===== config.mk =====
export PLATFORM = sky130hd
export DESIGN_NAME = pkhs_mod_unit
export DESIGN_NICKNAME = d
export VERILOG_FILES = /design/src/rtl/core/pkhs_pkg.sv /design/src/rtl/core/pkhs_mod_unit.sv
export SDC_FILE = /design/constraint.sdc
export NUM_CORES = 1
export LEC_CHECK = 0
export ABC_CLOCK_PERIOD_IN_PS = 7150
export BUFFER_PORTS_ARGS = -buffer_cell sky130_fd_sc_hd__buf_2
export CAP_MARGIN = 0
export CORE_ASPECT_RATIO = 1.5
export CORE_UTILIZATION = 50
export DETAILED_ROUTE_END_ITERATION = 16
export PLACE_DENSITY = 0.79
export SYNTH_ARGS = -nofsm -noshare
export SYNTH_HDL_FRONTEND = slang
export SYNTH_SLANG_ARGS = --single-unit

===== constraint.sdc =====
create_clock -name aclk -period 7.15 [get_ports aclk]
set_input_delay 0 -clock aclk [delete_from_list [all_inputs] [get_ports aclk]]
set_output_delay 0 -clock aclk [all_outputs]
set_load 0.01 [all_outputs]

===== src/rtl/core/pkhs_pkg.sv =====
// ----------------------------------------------------------------------------
// pkhs_pkg
// Shared codes for the pair key chained hash set core.
// ----------------------------------------------------------------------------
package pkhs_pkg;

    localparam logic [1:0] ST_FOUND    = 2'd0;
    localparam logic [1:0] ST_INSERTED = 2'd1;
    localparam logic [1:0] ST_MISSING  = 2'd2;
    localparam logic [1:0] ST_FULL     = 2'd3;

    localparam logic OP_LOOKUP = 1'b0;
    localparam logic OP_INSERT = 1'b1;

    localparam logic REG_BUCKET_COUNT = 1'b0;
    localparam logic REG_ENTRY_LIMIT  = 1'b1;

    localparam int BUCKET_CFG_W = 11;
    localparam int LIMIT_CFG_W  = 13;
    localparam int CFG_DATA_W   = 13;
    localparam int KEY_W        = 32;
    localparam int INDEX_OUT_W  = 12;

    // start / done handshake between sequencer and remainder unit
    typedef struct packed {
        logic        start;
        logic [31:0] dividend;
    } pkhs_mod_req_t;

    typedef struct packed {
        logic        done;
        logic [31:0] remainder;
    } pkhs_mod_rsp_t;

endpackage


===== src/rtl/core/pkhs_mod_unit.sv =====
// ----------------------------------------------------------------------------
// pkhs_mod_unit
// Restoring bit-serial remainder: one dividend bit per cycle.
// ----------------------------------------------------------------------------
module pkhs_mod_unit import pkhs_pkg::*; #(
    parameter int DIV_W = 11
) (
    input  logic                aclk,
    input  logic                aresetn,
    input  pkhs_mod_req_t       req,
    input  logic [DIV_W-1:0]    divisor,
    output pkhs_mod_rsp_t       rsp
);

    logic [31:0]    quo_reg, quo_next;
    logic [DIV_W:0] rem_reg, rem_next;
    logic [5:0]     cnt_reg, cnt_next;
    logic           busy_reg, busy_next;
    logic           done_reg, done_next;
    logic [DIV_W:0] trial;

    always_comb begin
        quo_next  = quo_reg;
        rem_next  = rem_reg;
        cnt_next  = cnt_reg;
        busy_next = busy_reg;
        done_next = 1'b0;
        trial     = {rem_reg[DIV_W-1:0], quo_reg[31]};
        if (req.start) begin
            quo_next  = req.dividend;
            rem_next  = '0;
            cnt_next  = '0;
            busy_next = 1'b1;
        end else if (busy_reg) begin
            quo_next = {quo_reg[30:0], 1'b0};
            if (trial >= {1'b0, divisor}) begin
                rem_next = trial - {1'b0, divisor};
            end else begin
                rem_next = trial;
            end
            cnt_next = cnt_reg + 6'd1;
            if (cnt_reg == 6'd31) begin
                busy_next = 1'b0;
                done_next = 1'b1;
            end
        end
    end

    always_ff @(posedge aclk) begin
        if (!aresetn) begin
            busy_reg <= 1'b0;
            done_reg <= 1'b0;
            cnt_reg  <= '0;
        end else begin
            busy_reg <= busy_next;
            done_reg <= done_next;
            cnt_reg  <= cnt_next;
        end
        quo_reg <= quo_next;
        rem_reg <= rem_next;
    end

    assign rsp.done      = done_reg;
    assign rsp.remainder = 32'(rem_reg[DIV_W-1:0]);

endmodule


Yosys cells after proc, flatten, opt, wreduce, memory -nomap -nowiden. Index checks and enable logic that the tools add are counted.

Register bits: 51. Latch bits: 0. Memory bits (writable): 0. ROM bits: 0. Input port bits: 46. Memories: 0.

Add/sub/neg operators: 2. $mul: 0. Div/mod/pow operators: 0. Magnitude comparators: 1. Eq/ne operators: 1. Shift-type cells: 0. Multiplexer cells: 7. Bitwise operators: 2. Reduce and logical (&&, ||, !) cells: 3.

Operator list (number): $mux W32 (2); $ge A12 B11 Y1 (1); $mux W11 (1); $sub A11 B11 Y11 (1); $add A6 B1 Y6 const B (1); $eq A6 B5 Y1 const B (1); $mux W1 (4); $reduce_or A3 Y1 (1); $not A1 Y1 (2); $reduce_bool A2 Y1 (1); $reduce_or A2 Y1 (1).

Longest topological paths before layout.
Depth in word-level cells: 4. Mapped depth: 10. Depth with buffers taken out: 9.

Least setup slack after synthesis. No wires, ideal clock.

Path type: flip-flop to flip-flop. Start point: register quo_reg[31]. End point: register rem_reg[10]. Data arrival time: 2.250 ns. Data required time: 7.062 ns. Slack: 4.812 ns. Stages on the path, launching flop included: 11. Path buffers: 1. Clock period less this slack: 2.338 ns. Cells stage by stage: edfxtp_1 inv_1 ha_1 fa_1 nor2b_1 o22a_1 o2111a_2 a211oi_2 buf_6 or3b_1 a311oi_2.

Longest elaborated chain between the ends: 2. Elaborated cells on any way between the ends: 3.

RTL lines: start, declared (RTL line pkhs_mod_unit.sv:15) `logic [31:0] quo_reg, quo_next;`; start signal, assigned (RTL line pkhs_mod_unit.sv:59) `quo_reg <= quo_next;`; $sub A11 B11 Y11 or $ge A12 B11 Y1 (tied branches) (RTL line pkhs_mod_unit.sv:37, pkhs_mod_unit.sv:36); $mux W11 (*) (RTL line pkhs_mod_unit.sv:36) `if (trial >= {1'b0, divisor}) begin`; end signal, assigned (RTL line pkhs_mod_unit.sv:60) `rem_reg <= rem_next;`; end, declared (RTL line pkhs_mod_unit.sv:16) `logic [DIV_W:0] rem_reg, rem_next;`.

Mark *: on every way between the ends. The rest lies on a longest branch, timed or not. A chain may end at the register's enable or synchronous reset.

Worst setup path in the final report.
Start point: register quo_reg[31]. End point: register rem_reg[0].

Same word-level chain as after synthesis.

==> summary.md <==
| Metric | Value |
|---|---|
| WS Path Type | `reg2reg` |
| Mapped cell area | `2930 um2` |
| CP Cell Sequence | `inv_1, ha_1, fa_1, nor2b_1, o22a_1, o2111a_2, a211oi_2, mux2_2, a211oi_1` |
| Top post-synthesis cells by area | `edfxtp_1, dfxtp_1, mux2_2` |
| Antenna diodes | `0` |
| Pre-CTS setup slack | `4.46 ns` |
| Mapped Cells | `263` |
| Chip height | `95.8 um` |
| Max FFs per register | `32` |
| Ys flop type | `edfxtp_1` |
| Vias per inst | `5.22` |
| Share of layout cells above drive strength 1 | `32.0%` |
| Final Slew Violations | `0` |
| H-tree levels | `2` |
| DRC violations left | `0` |
| Post-synth top area share | `32.8%` |
| Ys async rst share | `0%` |
| Setup crit start kind | `register` |
| DRT Wirelength | `5810 um` |
| Largest net degree at the start of global routing | `47` |
| Power per Cell Area | `204 nW/um2` |
| Initial antenna violation count | `0` |
| GR Util All Layers | `19.3%` |
| Post-synthesis sequential area ratio | `45.7%` |
| Critical Path Fanout Max | `11` |
| Slowest cell on crit path | `a211oi_2` |
| Initial DRC Count | `56` |
| Worst Path Required | `7.35 ns` |
| Clock tree buffer depth | `2` |
| Worst hold path stage count | `2` |
| PortBufs | `57` |
| Worst hold path type | `in2reg` |
| DIE WIDTH | `64.5 um` |
| Clock Skews | `0.00921 ns` |
| Slew of the pin with the lowest slew margin | `0.943 ns` |
| Hold path endpoint | `quo_reg[5]` |
| Status | `finished clean` |
| Fin cells | `408` |
| Wirelength per Cell | `14.2 um` |
| Max frequency | `0.369 GHz` |
| Num CTS Buffers | `5` |
| Post-layout min period | `2.71 ns` |
| Vias in the first global route | `1950` |
| Slew HR | `37.1%` |
| Hold_ws | `0.0114 ns` |
| Worst Setup End Kind | `register` |
| Area grow syn2layout | `19.4%` |
| Worst r2r dst | `rem_reg[0]` |
| Initial core utilization | `52.6%` |
| Setup TNS | `0 ns` |
| CTS Sinks | `51` |
| Crit-path max cell delay | `0.56 ns` |
| First-pass GRT wire length | `9040 um` |
| DR pass1 iterations | `5` |
| Placed cell count | `378` |
| Synth cell types | `59` |
| I/O pin total | `79` |
| Cells on worst reg2reg path | `9` |
| Final WS setup | `4.44 ns` |
| EDFF count, synth | `32` |
| Nets | `396` |
| Commonest cells in the synthesized netlist | `edfxtp_1, mux2_2, buf_4` |
| Worst-path clk slew | `0.09 ns` |
| Hold_sp | `req[5]` |
| Final Hold Viols | `0` |
| DPL Wire Length | `3910 um` |
| Reg2reg start | `quo_reg[31]` |
| Leakage | `1.50 nW` |
| Final setup vio count | `0` |
| Total die area | `6180 um2` |
| Clock latency on the worst-skew pair | `0.30 ns` |
| Unrepaired setup endpoints after global routing | `no` |
| Power consumption | `0.714 mW` |
| Mean post-synth cell area | `11.2 um2` |
| Placer Congestion | `0.843` |
| Area leader, netlist | `edfxtp_1` |
| Register bit total from synthesis | `51` |
| CTS tree | `done` |
| Yosys warning total | `0` |
| Core Box Area | `5570 um2` |
| Final period utilization | `38.0%` |
| Post_cts resized | `0` |
| Worst IR Drop VDD | `0.000103 V` |
| CP Data Arrival Time | `2.91 ns` |
| GRT overflow | `0` |
| DR vias | `2129` |
| Root Driver | `clkbuf_8` |
| Reg2Reg Setup Slack | `4.44 ns` |
| Antenna-violating nets left | `0` |
| Number of max-cap violations | `0` |
| Row cnt | `33` |
-- where the power goes --
group | leakage [nW] | switching [mW] | internal [mW] | total [mW]
Clock | 0.0514 | 0.0921 | 0.104 | 0.197
Sequential | 0.478 | 0.0155 | 0.343 | 0.359
Combinational | 0.972 | 0.0814 | 0.0770 | 0.158
Total | 1.50 | 0.189 | 0.525 | 0.714
-- cells by family (layout without fill, tap and decap cells) --
group	after synthesis	after routing	share of synthesized area [%]
AND/OR/NAND/NOR	62	62	11.5
flip-flops	51	51	45.7
buffers and inverters	48	103	9.22
AO/OA/AOI/OAI	45	45	11.9
multiplexers	36	36	13.7
adder cells (fa/ha/maj)	13	13	5.80
XOR/XNOR	7	7	2.09
other	1	21	0.128
-- timing repair --
| action | in CTS | in global routing |
|---|---|---|
| hold buffers | 21 | 1 |
| buffers inserted | 0 | 0 |
| hold endpoints to repair | 21 | 1 |
-- metrics by stage --
step,utilization (%),instance area [um2]
after CTS,62.6,3490
after global routing,62.8,3500
after global placement,56.9,3170
after floorplan,-,3010
final,62.8,3500
after detailed placement,56.9,3170
-- worst max-delay path by stage --
stage | startpoint | endpoint | slack [ns] | cells past startpoint
2_1_floorplan | quo_reg[31] | rem_reg[10] | 4.81 | 10
3_3_place_gp | quo_reg[31] | rem_reg[0] | 4.55 | 9
3_5_place_dp | quo_reg[31] | rem_reg[0] | 4.46 | 9
4_1_cts | quo_reg[31] | rem_reg[0] | 4.41 | 9
5_1_grt | quo_reg[31] | rem_reg[0] | 4.20 | 9
6_report | quo_reg[31] | rem_reg[0] | 4.44 | 9
-- cells in the final DEF, fill, tap and decap left out, types with 2 or more instances in the layout --
cell | synthesis | routed
a211oi_1 | 2 | 2
a21o_1 | 3 | 3
a21oi_1 | 3 | 3
a311oi_1 | 7 | 7
a31oi_1 | 2 | 2
and4_1 | 2 | 2
buf_2 | 0 | 57
clkbuf_8 | 0 | 5
conb_1 | 1 | 21
dfxtp_1 | 19 | 19
dlygate4sd3_1 | 0 | 22
edfxtp_1 | 32 | 32
ha_1 | 12 | 12
inv_1 | 16 | 16
mux2_2 | 32 | 32
mux2i_1 | 4 | 4
nand2_1 | 15 | 15
nand3_1 | 2 | 2
nand4_1 | 3 | 3
nor2_1 | 16 | 16
nor2b_1 | 4 | 4
nor3_1 | 2 | 2
o21a_1 | 3 | 3
o21ai_0 | 7 | 7
o21bai_1 | 2 | 2
o311ai_0 | 2 | 2
or2_2 | 3 | 3
or3b_1 | 2 | 2
xnor2_1 | 3 | 3
xor2_1 | 4 | 4
-- layer usage --
metal  global-route usage, %  routed length, um  vias to the layer above  share of wire, %
met1                    23.5               2570                      993                44
met5                       0                  0                        -                 0
met4                    8.52                125                        0               2.2
met3                    3.08                257                        8               4.4
met2                    33.5               2860                       62                49
li1                        -                  -                     1066                 -
-- worst max-delay path, delay by kind of cell, from the launching register on --
family,cells,cell delay (ns)
buffers and inverters,1,0.08
AOI/OAI and AO/OA,4,1.29
adders and majority gates,2,0.40
and+or+nand+nor,1,0.07
DFF,1,0.37
muxes,1,0.41
-- layout make-up --
class                           count  area, um2
Multi-Input combinational cell    184       1400
Tap cell                           70       87.6
Timing Repair Buffer               79        505
Clock buffer                        6       72.6
Clock inverter                      2       37.5
Inverter                           16       60.1
Sequential cell                    51       1340
Fill cell                         458       2070
(Power assumes the default switching activity.)
